<file path="src/hw/rtl/dcq_pkg.sv">
// shared constants for the two-queue slot array block
// command, queue select and status codes, default sizes
// no dependencies
package dcq_pkg;

	localparam int TOTAL_SLOTS_DEF = 16;
	localparam int DATA_BITS_DEF   = 32;

	localparam logic [1:0] CMD_INSERT  = 2'd0;
	localparam logic [1:0] CMD_DELETE  = 2'd1;
	localparam logic [1:0] CMD_DISPLAY = 2'd2;
	localparam logic [1:0] CMD_NONE    = 2'd3;

	localparam logic [1:0] QID_ONE = 2'd1;
	localparam logic [1:0] QID_TWO = 2'd2;

	localparam logic [1:0] ST_OK    = 2'd0;
	localparam logic [1:0] ST_FULL  = 2'd1;
	localparam logic [1:0] ST_EMPTY = 2'd2;
	localparam logic [1:0] ST_BADQ  = 2'd3;

endpackage

</file>
<file path="src/hw/rtl/dual_circular_queue_shared_buffer_unit.sv">
// two circular queues kept in one slot array, with a pointer-advance unit
// shared by insert, delete and display under a two-state sequencer
// depends on dcq_pkg
//
// A request is taken when start is high and busy is low. Insert, and any
// request that fails (full, empty, invalid queue), gives its single result
// on the result ports, marked by strobe, in the next cycle, and busy stays
// low so one such request can be taken every cycle. Delete reads one element
// and display reads every element of the queue, one element per cycle,
// as every element goes through the single registered read port of the
// slot array and through the one shared pointer-advance unit; busy is high
// from the cycle after acceptance until the last read is done. Each result is
// shown for exactly one cycle and the receiver cannot stall the block: it must
// take every strobe. Command 3 is dropped without a result. The slot array has
// no reset; only slots written by an insert are ever read.
module dual_circular_queue_shared_buffer_unit #(
	parameter int TOTAL_SLOTS = dcq_pkg::TOTAL_SLOTS_DEF,
	parameter int DATA_BITS   = dcq_pkg::DATA_BITS_DEF
) (
	input  logic                        clk,
	input  logic                        arst_n,
	input  logic                        start,
	output logic                        busy,
	input  logic [1:0]                  command,
	input  logic [1:0]                  queue_id,
	input  logic signed [DATA_BITS-1:0] value,
	output logic                        strobe,
	output logic [1:0]                  status,
	output logic signed [DATA_BITS-1:0] data,
	output logic                        last
);

	localparam int PW = $clog2(TOTAL_SLOTS);
	localparam int R1 = TOTAL_SLOTS / 2 + 1;
	localparam logic [PW:0]   END_ONE  = (PW + 1)'(R1);
	localparam logic [PW:0]   END_TWO  = (PW + 1)'(TOTAL_SLOTS);
	localparam logic [PW-1:0] BASE_ONE = '0;
	localparam logic [PW-1:0] BASE_TWO = PW'(R1);

	typedef enum logic [1:0] {
		S_IDLE = 2'b01,
		S_READ = 2'b10
	} state_t;

	state_t state_q;

	logic [DATA_BITS-1:0] mem [TOTAL_SLOTS];

	logic [PW-1:0] head_one_q, tail_one_q, head_two_q, tail_two_q;
	logic [PW-1:0] ptr_q;
	logic          two_q;
	logic          disp_q;

	logic                 strobe_q;
	logic [1:0]           status_q;
	logic [DATA_BITS-1:0] data_q;
	logic                 last_q;

	logic          accept;
	logic          sel_two;
	logic          qid_ok;
	logic [PW-1:0] head_sel, tail_sel;

	// shared pointer-advance unit
	logic [PW-1:0] adv_in;
	logic          adv_two;
	logic [PW:0]   adv_sum;
	logic [PW-1:0] adv_out;

	assign accept  = start && (state_q == S_IDLE);
	assign sel_two = (state_q == S_READ) ? two_q : (queue_id == dcq_pkg::QID_TWO);
	assign qid_ok  = (queue_id == dcq_pkg::QID_ONE) || (queue_id == dcq_pkg::QID_TWO);

	assign head_sel = sel_two ? head_two_q : head_one_q;
	assign tail_sel = sel_two ? tail_two_q : tail_one_q;

	always_comb begin
		adv_two = sel_two;
		if (state_q == S_READ) begin
			adv_in = ptr_q;
		end else if (command == dcq_pkg::CMD_INSERT) begin
			adv_in = tail_sel;
		end else begin
			adv_in = head_sel;
		end
		adv_sum = {1'b0, adv_in} + (PW + 1)'(1);
		if (adv_sum == (adv_two ? END_TWO : END_ONE)) begin
			adv_out = adv_two ? BASE_TWO : BASE_ONE;
		end else begin
			adv_out = adv_sum[PW-1:0];
		end
	end

	always_ff @(posedge clk or negedge arst_n) begin
		if (!arst_n) begin
			state_q    <= S_IDLE;
			head_one_q <= BASE_ONE;
			tail_one_q <= BASE_ONE;
			head_two_q <= BASE_TWO;
			tail_two_q <= BASE_TWO;
			strobe_q   <= 1'b0;
		end else begin
			strobe_q <= 1'b0;
			unique case (state_q)
				S_IDLE: begin
					if (accept && command != dcq_pkg::CMD_NONE) begin
						if (!qid_ok) begin
							strobe_q <= 1'b1;
						end else if (command == dcq_pkg::CMD_INSERT) begin
							strobe_q <= 1'b1;
							if (adv_out != head_sel) begin
								if (sel_two) begin
									tail_two_q <= adv_out;
								end else begin
									tail_one_q <= adv_out;
								end
							end
						end else if (head_sel == tail_sel) begin
							strobe_q <= 1'b1;
						end else begin
							state_q <= S_READ;
							if (command == dcq_pkg::CMD_DELETE) begin
								if (sel_two) begin
									head_two_q <= adv_out;
								end else begin
									head_one_q <= adv_out;
								end
							end
						end
					end
				end
				S_READ: begin
					strobe_q <= 1'b1;
					if (!disp_q || ptr_q == tail_sel) begin
						state_q <= S_IDLE;
					end
				end
				default: begin
					state_q <= S_IDLE;
				end
			endcase
		end
	end

	// payload side: pointer, flags, result fields, slot array
	always_ff @(posedge clk) begin
		unique case (state_q)
			S_IDLE: begin
				ptr_q    <= adv_out;
				two_q    <= sel_two;
				disp_q   <= (command == dcq_pkg::CMD_DISPLAY);
				data_q   <= '0;
				last_q   <= 1'b1;
				if (!qid_ok) begin
					status_q <= dcq_pkg::ST_BADQ;
				end else if (command == dcq_pkg::CMD_INSERT) begin
					if (adv_out == head_sel) begin
						status_q <= dcq_pkg::ST_FULL;
					end else begin
						status_q <= dcq_pkg::ST_OK;
						if (accept) begin
							mem[adv_out] <= value;
						end
					end
				end else if (head_sel == tail_sel) begin
					status_q <= dcq_pkg::ST_EMPTY;
				end else begin
					status_q <= dcq_pkg::ST_OK;
				end
			end
			S_READ: begin
				data_q   <= mem[ptr_q];
				status_q <= dcq_pkg::ST_OK;
				last_q   <= !disp_q || (ptr_q == tail_sel);
				ptr_q    <= adv_out;
			end
			default: begin
				data_q <= '0;
			end
		endcase
	end

	assign busy   = (state_q != S_IDLE);
	assign strobe = strobe_q;
	assign status = status_q;
	assign data   = data_q;
	assign last   = last_q;

	a_read_emits: assert property (@(posedge clk) disable iff (!arst_n)
		(state_q == S_READ) |=> strobe_q)
		else $error("read cycle without a result");

	a_run_holds_busy: assert property (@(posedge clk) disable iff (!arst_n)
		(strobe_q && !last_q) |-> busy)
		else $error("display run ended before its last element");

	a_insert_single: assert property (@(posedge clk) disable iff (!arst_n)
		(accept && command == dcq_pkg::CMD_INSERT) |=>
		(strobe_q && last_q && status_q != dcq_pkg::ST_EMPTY && !busy))
		else $error("insert did not give one result");

	a_region_one: assert property (@(posedge clk) disable iff (!arst_n)
		(head_one_q < BASE_TWO) && (tail_one_q < BASE_TWO))
		else $error("queue one pointer left its region");

	a_region_two: assert property (@(posedge clk) disable iff (!arst_n)
		(head_two_q >= BASE_TWO) && (tail_two_q >= BASE_TWO))
		else $error("queue two pointer left its region");

endmodule
</file>
<file path="config.mk">
export PLATFORM = sky130hd
export DESIGN_NAME = dual_circular_queue_shared_buffer_unit
export DESIGN_NICKNAME = d
export VERILOG_FILES = /design/src/hw/rtl/dcq_pkg.sv /design/src/hw/rtl/dual_circular_queue_shared_buffer_unit.sv
export SDC_FILE = /design/constraint.sdc
export NUM_CORES = 1
export LEC_CHECK = 0
export ABC_AREA = 0
export BUFFER_PORTS_ARGS = -buffer_cell sky130_fd_sc_hd__buf_4
export CORE_AREA = 2 2 204 206
export DETAILED_ROUTE_END_ITERATION = 12
export DIE_AREA = 0 0 206 208
export GPL_ROUTABILITY_DRIVEN = 1
export PLACE_DENSITY = 0.74
export SLEW_MARGIN = 15
export SYNTH_ARGS = -nofsm -noshare
export SYNTH_HDL_FRONTEND = slang
export SYNTH_SLANG_ARGS = --single-unit
</file>
<file path="constraint.sdc">
create_clock -name clk -period 6.1 [get_ports clk]
set_input_delay 0 -clock clk [delete_from_list [all_inputs] [get_ports clk]]
set_output_delay 0 -clock clk [all_outputs]
set_load 0.01 [all_outputs]
</file>
After elaboration in Yosys (flattened, before gate mapping)
Memories as Yosys holds them, arrays and structs flattened. A register that Yosys moved wholly into a read port is not among the register bits.
Index checks and enable logic that the tools add are counted.
Word-level totals
  bits of input ports: 39
  output and inout bits: 37
  logic and storage cells: 79
  flip-flop bits (word level): 28
  memories: 1
  memory bits (writable): 512
Memory list
  mem: words 16, width 32, read ports 1, clocked after memory_dff 1, wr ports 1, line dual_circular_queue_shared_buffer_unit.sv:47  | logic [DATA_BITS-1:0] mem [TOTAL_SLOTS];
Cells by class
  $add $sub $neg: 1
  equality and inequality tests: 18
  muxes and demuxes: 31
  reductions and logical operators: 14
  bitwise operators: 3
Operator list (count)
  $mux 4: 6
  $mux 2: 8
  $reduce_and 7->1: 2
  $eq 4x4->1: 3
  $mux 1: 12
  $reduce_and 6->1: 2
  $ne 2x2->1 const B: 4
  $pmux 2 s2: 2
  $eq 2x1->1 const B: 3
  $eq 2x2->1 const B: 3
  $ne 2x1->1 const B: 3
  $add 4x1->5 const B: 1
  $eq 5x5->1: 1
  $mux 5: 1
  $reduce_and 5->1: 1
  $ne 4x4->1: 1
  $pmux 1 s2: 2
  $not 1->1: 3
  $logic_and 1x1->1: 2
  $logic_not 1->1: 2
  $logic_not 2->1: 1
  $logic_or 1x1->1: 2
  $reduce_bool 2->1: 1
  $reduce_or 2->1: 1

Longest topological paths before layout
  depth after elaboration: 14
  mapped depth: 16
  mapped depth without buffers: 15

Least setup slack after synthesis
OpenSTA, ideal clock, no wires.
  kind: reg-to-reg
  start point: register state_q[0]
  end point: memory mem[10][0] in the netlist's numbering (enable)
  library setup time: 0.470 ns
  data arrival time: 6.081 ns
  required time: 5.630 ns
  clock period less this slack: 6.551 ns
  stages on the path, launching flop included: 16
  path slack: -0.451 ns
  buffers on the path: 2
  cells stage by stage: dfstp_2 inv_1 ha_1 buf_4 mux2i_4 mux4_2 a21boi_1 inv_1 ha_1 or3_1 or4_1 o21ai_0 o31a_2 mux2i_2 buf_6 a211oi_1
On the way
  longest elaborated chain between the ends: 14
  elaborated cells between the ends (all ways): 20
  classes of those cells: 1 x add/sub; 4 x eq/ne; 14 x mux; 1 x reduce/logical
Ends and longest elaborated chain
  from (decl): line dual_circular_queue_shared_buffer_unit.sv:45  | state_t state_q;
  from (signal assigned): line dual_circular_queue_shared_buffer_unit.sv:96  | state_q <= S_IDLE;
  from (signal assigned): line dual_circular_queue_shared_buffer_unit.sv:121  | state_q <= S_READ;
  from (signal assigned): line dual_circular_queue_shared_buffer_unit.sv:135  | state_q <= S_IDLE;
  $eq 2x2->1: line dual_circular_queue_shared_buffer_unit.sv:71, dual_circular_queue_shared_buffer_unit.sv:79
  $mux 1: line dual_circular_queue_shared_buffer_unit.sv:71  | assign sel_two = (state_q == S_READ) ? two_q : (queue_id == dcq_pkg::QID_TWO);
  $mux 4 (on tied branches): line dual_circular_queue_shared_buffer_unit.sv:74, dual_circular_queue_shared_buffer_unit.sv:75
  $mux 4: line dual_circular_queue_shared_buffer_unit.sv:81  | end else if (command == dcq_pkg::CMD_INSERT) begin
  $mux 4: line dual_circular_queue_shared_buffer_unit.sv:79  | if (state_q == S_READ) begin
  $add 4x1->5: line dual_circular_queue_shared_buffer_unit.sv:86  | adv_sum = {1'b0, adv_in} + (PW + 1)'(1);
  $eq 5x5->1: line dual_circular_queue_shared_buffer_unit.sv:87  | if (adv_sum == (adv_two ? END_TWO : END_ONE)) begin
  $mux 4: line dual_circular_queue_shared_buffer_unit.sv:87
  $eq 4x4->1: line dual_circular_queue_shared_buffer_unit.sv:157  | if (adv_out == head_sel) begin
  $mux 1: line dual_circular_queue_shared_buffer_unit.sv:157
  $mux 1: line dual_circular_queue_shared_buffer_unit.sv:156  | end else if (command == dcq_pkg::CMD_INSERT) begin
  $mux 1: line dual_circular_queue_shared_buffer_unit.sv:154  | if (!qid_ok) begin
  $mux 1: line dual_circular_queue_shared_buffer_unit.sv:147  | unique case (state_q)
  $mux 1 (not written as such): line dual_circular_queue_shared_buffer_unit.sv:162  | mem[adv_out] <= value;
  to (decl): line dual_circular_queue_shared_buffer_unit.sv:47
Several ways; a longest one is shown, not always the timed one.

Worst setup path in the final report
  start point: register state_q[0]
  end point: memory mem[12][12] in the netlist's numbering (enable)
On the way
  longest elaborated chain between the ends: 14
  elaborated cells between the ends (all ways): 20
  classes of those cells: 1 x add/sub; 4 x eq/ne; 14 x mux; 1 x reduce/logical
Ends and longest elaborated chain
  $eq 2x2->1 *: line dual_circular_queue_shared_buffer_unit.sv:71, dual_circular_queue_shared_buffer_unit.sv:79
  $mux 1: line dual_circular_queue_shared_buffer_unit.sv:71
  $mux 4 (on tied branches): line dual_circular_queue_shared_buffer_unit.sv:74, dual_circular_queue_shared_buffer_unit.sv:75
  $mux 4: line dual_circular_queue_shared_buffer_unit.sv:81
  $mux 4: line dual_circular_queue_shared_buffer_unit.sv:79
  $add 4x1->5: line dual_circular_queue_shared_buffer_unit.sv:86
  $eq 5x5->1: line dual_circular_queue_shared_buffer_unit.sv:87
  $mux 4 *: line dual_circular_queue_shared_buffer_unit.sv:87
  via adv_out[0]: line dual_circular_queue_shared_buffer_unit.sv:68  | logic [PW-1:0] adv_out;
  $eq 4x4->1: line dual_circular_queue_shared_buffer_unit.sv:157
  $mux 1: line dual_circular_queue_shared_buffer_unit.sv:157
  $mux 1: line dual_circular_queue_shared_buffer_unit.sv:156
  $mux 1: line dual_circular_queue_shared_buffer_unit.sv:154
  $mux 1: line dual_circular_queue_shared_buffer_unit.sv:147
  $mux 1 (not written as such): line dual_circular_queue_shared_buffer_unit.sv:162
Mark *: on every way through the listed nets, which the timed path passes. The rest lies on a longest branch.

==> impl_results.html <==
<table>
<tr><th>Metric</th><th>Value</th></tr>
<tr><th colspan="2">Run status</th></tr>
<tr><td>Result of the run</td><td>completed</td></tr>
<tr><th colspan="2">Synth</th></tr>
<tr><td>Synth Area in XOR/XNOR</td><td>0.736%</td></tr>
<tr><td>Average size of a mapped cell</td><td>22.0 um2</td></tr>
<tr><td>Area share of the largest cell type after synthesis</td><td>70.8%</td></tr>
<tr><td>Count of mapped cells out of synthesis</td><td>1,004</td></tr>
<tr><td>Warnings from Yosys</td><td>0</td></tr>
<tr><td>Post-Synth Adder-Cell Area</td><td>0.226%</td></tr>
<tr><td>Post-synth net total</td><td>roughly 1,000</td></tr>
<tr><td>Mux cell area share after synthesis</td><td>17.6%</td></tr>
<tr><td>Library cell occupying the most area in the post-synthesis netlist</td><td>sky130_fd_sc_hd__edfxtp_1</td></tr>
<tr><td>Cell types with the largest area share after synthesis</td><td>sky130_fd_sc_hd__edfxtp_1 71%, sky130_fd_sc_hd__mux4_2 16%, sky130_fd_sc_hd__dfxtp_1 2.9%, sky130_fd_sc_hd__dfrtp_1 1.6%, sky130_fd_sc_hd__and2_1 0.96%</td></tr>
<tr><td>Area of the mapped netlist</td><td>22,100 um2</td></tr>
<tr><td>Count of different cell masters after synthesis</td><td>between 50 and 60</td></tr>
<tr><td>Sequential fraction of the synthesis area</td><td>between 70% and 80%</td></tr>
<tr><td>Proportion of synthesized flip-flops having asynchronous set or reset</td><td>about 3.3%</td></tr>
<tr><td>Flip-flop and latch count after synthesis</td><td>572</td></tr>
<tr><td>Share of synthesized cell area in and, or, nand and nor gates</td><td>2.52%</td></tr>
<tr><td>Count of flip-flops with a built-in enable after synthesis</td><td>approximately 520</td></tr>
<tr><td>Most frequently used flop master after synthesis</td><td>sky130_fd_sc_hd__edfxtp_1</td></tr>
<tr><td>Combinational family with the most area after synthesis</td><td>multiplexers</td></tr>
<tr><td>Synth Area in Compound Gates</td><td>1.81%</td></tr>
<tr><th colspan="2">Pwr</th></tr>
<tr><td>Power dissipated by switching net loads</td><td>3060 uW</td></tr>
<tr><td>Internal power component</td><td>7850 uW</td></tr>
<tr><td>Relative contribution of sequential cells to total power</td><td>41.7%</td></tr>
<tr><td>Worst supply voltage drop on vdd</td><td>0.390 mV</td></tr>
<tr><td>Leakage power</td><td>0.00842 uW</td></tr>
<tr><td>Switching fraction of total power</td><td>around 28%</td></tr>
<tr><td>Ratio of total power to cell area</td><td>423 nW/um2</td></tr>
<tr><td>Clock network power share</td><td>31.1%</td></tr>
<tr><td>Share of total power in combinational logic</td><td>between 20% and 30%</td></tr>
<tr><th colspan="2">Global routing</th></tr>
<tr><td>Global-route wire length before repair</td><td>69.3 mm</td></tr>
<tr><td>Initial antenna violation count</td><td>1</td></tr>
<tr><td>Number of global-route vias before repair</td><td>roughly 11,000</td></tr>
<tr><td>Maximum number of pins on one net before global-route repair</td><td>84</td></tr>
<tr><td>Global routing usage summed across all routing layers</td><td>21.9%</td></tr>
<tr><td>Grt ovf</td><td>0</td></tr>
<tr><th colspan="2">Layout</th></tr>
<tr><td>Proportion of layout cells with a drive suffix above 1</td><td>32.4%</td></tr>
<tr><td>Commonest non-fill, non-tap cells in the layout</td><td>521 x sky130_fd_sc_hd__edfxtp_1, 161 x sky130_fd_sc_hd__mux4_2, 101 x sky130_fd_sc_hd__buf_4, 55 x sky130_fd_sc_hd__clkbuf_16, 41 x sky130_fd_sc_hd__dlygate4sd3_1</td></tr>
<tr><td>Commonest non-fill, non-tap cell in the layout</td><td>sky130_fd_sc_hd__edfxtp_1</td></tr>
<tr><td>Syn-to-layout area delta</td><td>16.7%</td></tr>
<tr><td>Final Net Count</td><td>1,199</td></tr>
<tr><td>Final Non-Filler Cells</td><td>1,734</td></tr>
<tr><td>Antenna fix cells</td><td>0</td></tr>
<tr><th colspan="2">STA</th></tr>
<tr><td>Number of hold violations in the final report</td><td>0</td></tr>
<tr><td>Setup repair after global routing missed its margin</td><td>false</td></tr>
<tr><td>Period Utilization, post-route</td><td>between 80% and 90%</td></tr>
<tr><td>Setup total negative slack</td><td>0 ps</td></tr>
<tr><td>Final count of pins violating max slew</td><td>0</td></tr>
<tr><td>Max-slew headroom at the worst pin</td><td>just under 30%</td></tr>
<tr><td>Highest attainable clock frequency</td><td>between 150 and 200 MHz</td></tr>
<tr><td>Transition time at the pin with the least slew margin</td><td>approximately 1100 ps</td></tr>
<tr><td>Tmin final</td><td>approximately 5400 ps</td></tr>
<tr><td>Clock Skew</td><td>21.5 ps</td></tr>
<tr><td>Number of setup violations in the final report</td><td>0</td></tr>
<tr><th colspan="2">Floorplanning</th></tr>
<tr><td>Area of the core region</td><td>40,600 um2</td></tr>
<tr><td>I/O pin total</td><td>76</td></tr>
<tr><td>Die span in x</td><td>206 um</td></tr>
<tr><td>DIE HEIGHT</td><td>208 um</td></tr>
<tr><td>Effective utilization at floorplan</td><td>54.5%</td></tr>
<tr><td>Row Count</td><td>74</td></tr>
<tr><td>Die footprint</td><td>42,800 um2</td></tr>
<tr><th colspan="2">Placement</th></tr>
<tr><td>Half-perimeter wire length of the detailed placement result</td><td>25.6 mm</td></tr>
<tr><td>Total instance count after detailed placement</td><td>1,591</td></tr>
<tr><td>GPL Wtd Cong</td><td>0.858</td></tr>
<tr><td>IO Port Bufs</td><td>75</td></tr>
<tr><th colspan="2">CTS</th></tr>
<tr><td>H-tree Lvls</td><td>2</td></tr>
<tr><td>Maximum clock insertion buffer count</td><td>3</td></tr>
<tr><td>Post-cts resize count</td><td>0</td></tr>
<tr><td>Number of sinks on the clock net</td><td>572</td></tr>
<tr><td>Quantity of hold-fixing buffers added after cts</td><td>41</td></tr>
<tr><td>TritonCTS clock tree</td><td>done</td></tr>
<tr><td>Clock transition at the register clock pins on the worst setup and hold paths after CTS</td><td>60 ps</td></tr>
<tr><td>Total CTS buffers</td><td>54</td></tr>
<tr><td>Setup Buffers After CTS</td><td>0</td></tr>
<tr><td>Root buffer selected by CTS</td><td>sky130_fd_sc_hd__clkbuf_16</td></tr>
<tr><td>Clock Latency Late Sink</td><td>610 ps</td></tr>
<tr><th colspan="2">Critical path</th></tr>
<tr><td>Peak fanout along the critical path</td><td>19</td></tr>
<tr><td>Arrival time worst endpoint</td><td>5680 ps</td></tr>
<tr><td>Worst Setup Path Type</td><td>reg2reg</td></tr>
<tr><td>Kind of capture point of the worst setup path</td><td>register</td></tr>
<tr><td>Depth of the worst register-to-register path</td><td>16</td></tr>
<tr><td>WP data required</td><td>6400 ps</td></tr>
<tr><td>Kind of launch point of the worst setup path</td><td>register</td></tr>
<tr><th colspan="2">Routing</th></tr>
<tr><td>Number of DRC violations after detailed routing</td><td>0</td></tr>
<tr><td>Detail Route Antenna Nets</td><td>0</td></tr>
<tr><td>Routed Wire Length</td><td>45.3 mm</td></tr>
<tr><td>Post-DR vias/cell</td><td>6.02</td></tr>
<tr><td>Total number of vias</td><td>10,400</td></tr>
<tr><td>DRC violation total after the first TritonRoute iteration</td><td>1,012</td></tr>
<tr><td>DRT Pass-1 Iters</td><td>6</td></tr>
<tr><td>Wire length per cell</td><td>around 26 um</td></tr>
<tr><th colspan="2">Worst hold path</th></tr>
<tr><td>HP Class</td><td>in2reg</td></tr>
<tr><td>Worst hold path cell count</td><td>5</td></tr>
<tr><th colspan="2">Run</th></tr>
<tr><td>Maximum Capacitance Violations</td><td>0</td></tr>
</table>
==> cell families (layout without fill, tap and decap cells) <==
family                     count (synthesis)  in the layout
adders and majority gates                  4              4
muxes                                    183            183
buffers and inverters                     67            265
and+or+nand+nor                          106            106
DFF                                      572            572
AOI/OAI and AO/OA                         55             55
xor gates and xnor gates                  17             17
==> worst max-delay path, cell delays in order, from the launching register on <==
cell                       delay (ps)
sky130_fd_sc_hd__dfstp_2          550
sky130_fd_sc_hd__inv_1             50
sky130_fd_sc_hd__ha_2             200
sky130_fd_sc_hd__mux2i_4          190
sky130_fd_sc_hd__mux4_2           510
sky130_fd_sc_hd__a21boi_1         330
sky130_fd_sc_hd__inv_1            110
sky130_fd_sc_hd__ha_1             480
sky130_fd_sc_hd__or3_1            400
sky130_fd_sc_hd__or4_1            450
sky130_fd_sc_hd__o21ai_0          170
sky130_fd_sc_hd__o31a_2           240
sky130_fd_sc_hd__inv_1            130
sky130_fd_sc_hd__nor3_1           260
sky130_fd_sc_hd__o31ai_1          220
sky130_fd_sc_hd__nor2_4           500
sky130_fd_sc_hd__buf_12           270
==> synthesized netlist by cell type (all sizes together) (2+ instances only) <==
cell type and instances:
a211oi 8, xnor2 8, a31oi 5, nand2b 5
mux2 11, o211ai 4, and2 34, xor2 8
dfxtp 32, a21o 2, nand3 9, clkbuf 29
nor2 24, nand2 15, dfrtp 14, a21oi 12
mux2i 11, nor3 4, nand4 2, dfstp 5
o2bb2ai 2, o21ai 7, edfxtp 521, ha 4
buf 22, mux4 161, nor4 2, a2bb2oi 2
or2 2, inv 16, o31ai 4, nor2b 3
==> power groups by stage <==
stage	logic, uW	registers (uW)	clock network [uW]
floorplan	2120	4600	0
global placement	2940	4620	0
detailed placement	2960	4620	0
CTS	3020	4540	3440
global route	3180	4550	3590
finish	2970	4550	3390
==> cell type report <==
cell class | count | area [um2]
sequential | 572 | 16800
fill | 2701 | 14800
multi-input combinational | 365 | 5220
clock buffer | 81 | 1560
timing repair buffer | 147 | 1270
tap | 532 | 666
clock inverter | 21 | 246
inverter | 16 | 60.1
==> through the flow <==
step / power (uW) / area [um2] / utilization, % / hold WS (ps) / setup WS, ps
finish: 10900 / 25800 / 63.6 / 91.1 / 712
global route: 11300 / 25800 / 63.6 / 170 / 453
CTS: 11000 / 25800 / 63.6 / 85.1 / 758
detailed placement: 7590 / 23600 / 58.1 / -99.8 / 774
global placement: 7550 / 23600 / 58.1 / -105 / 891
floorplan: 6720 / 22100 / - / -296 / -451
==> final timing paths <==
check	endpoint	from	slack, ps
setup / recovery	mem[12][12]	state_q[0]	710
hold / removal	status[0]	queue_id[0]	90
min in group asynchronous	tail_two_q[0]	arst_n	490
hold reg to reg	state_q[0]	state_q[0]	540
max in group asynchronous	head_one_q[2]	arst_n	4390
setup reg to reg	mem[12][12]	state_q[0]	710
==> registers in the layout, indices dropped and copies added (netlist names) <==
signal      count
strobe          1
data           32
state_q         2
two_q           1
tail_one_q      4
mem           512
ptr_q           4
disp_q          1
head_one_q      4
head_two_q      4
status          2
tail_two_q      4
last            1
==> metal layers <==
metal / up-vias / global-route usage, % / wire [um]
li1: 4469 / - / -
met1: 5511 / 30.9 / 18500
met2: 390 / 36.2 / 23300
met3: 73 / 3.07 / 2580
met4: 0 / 6.35 / 1010
met5: - / 0 / 0
No activity file was read; power rests on OpenSTA's default activity.
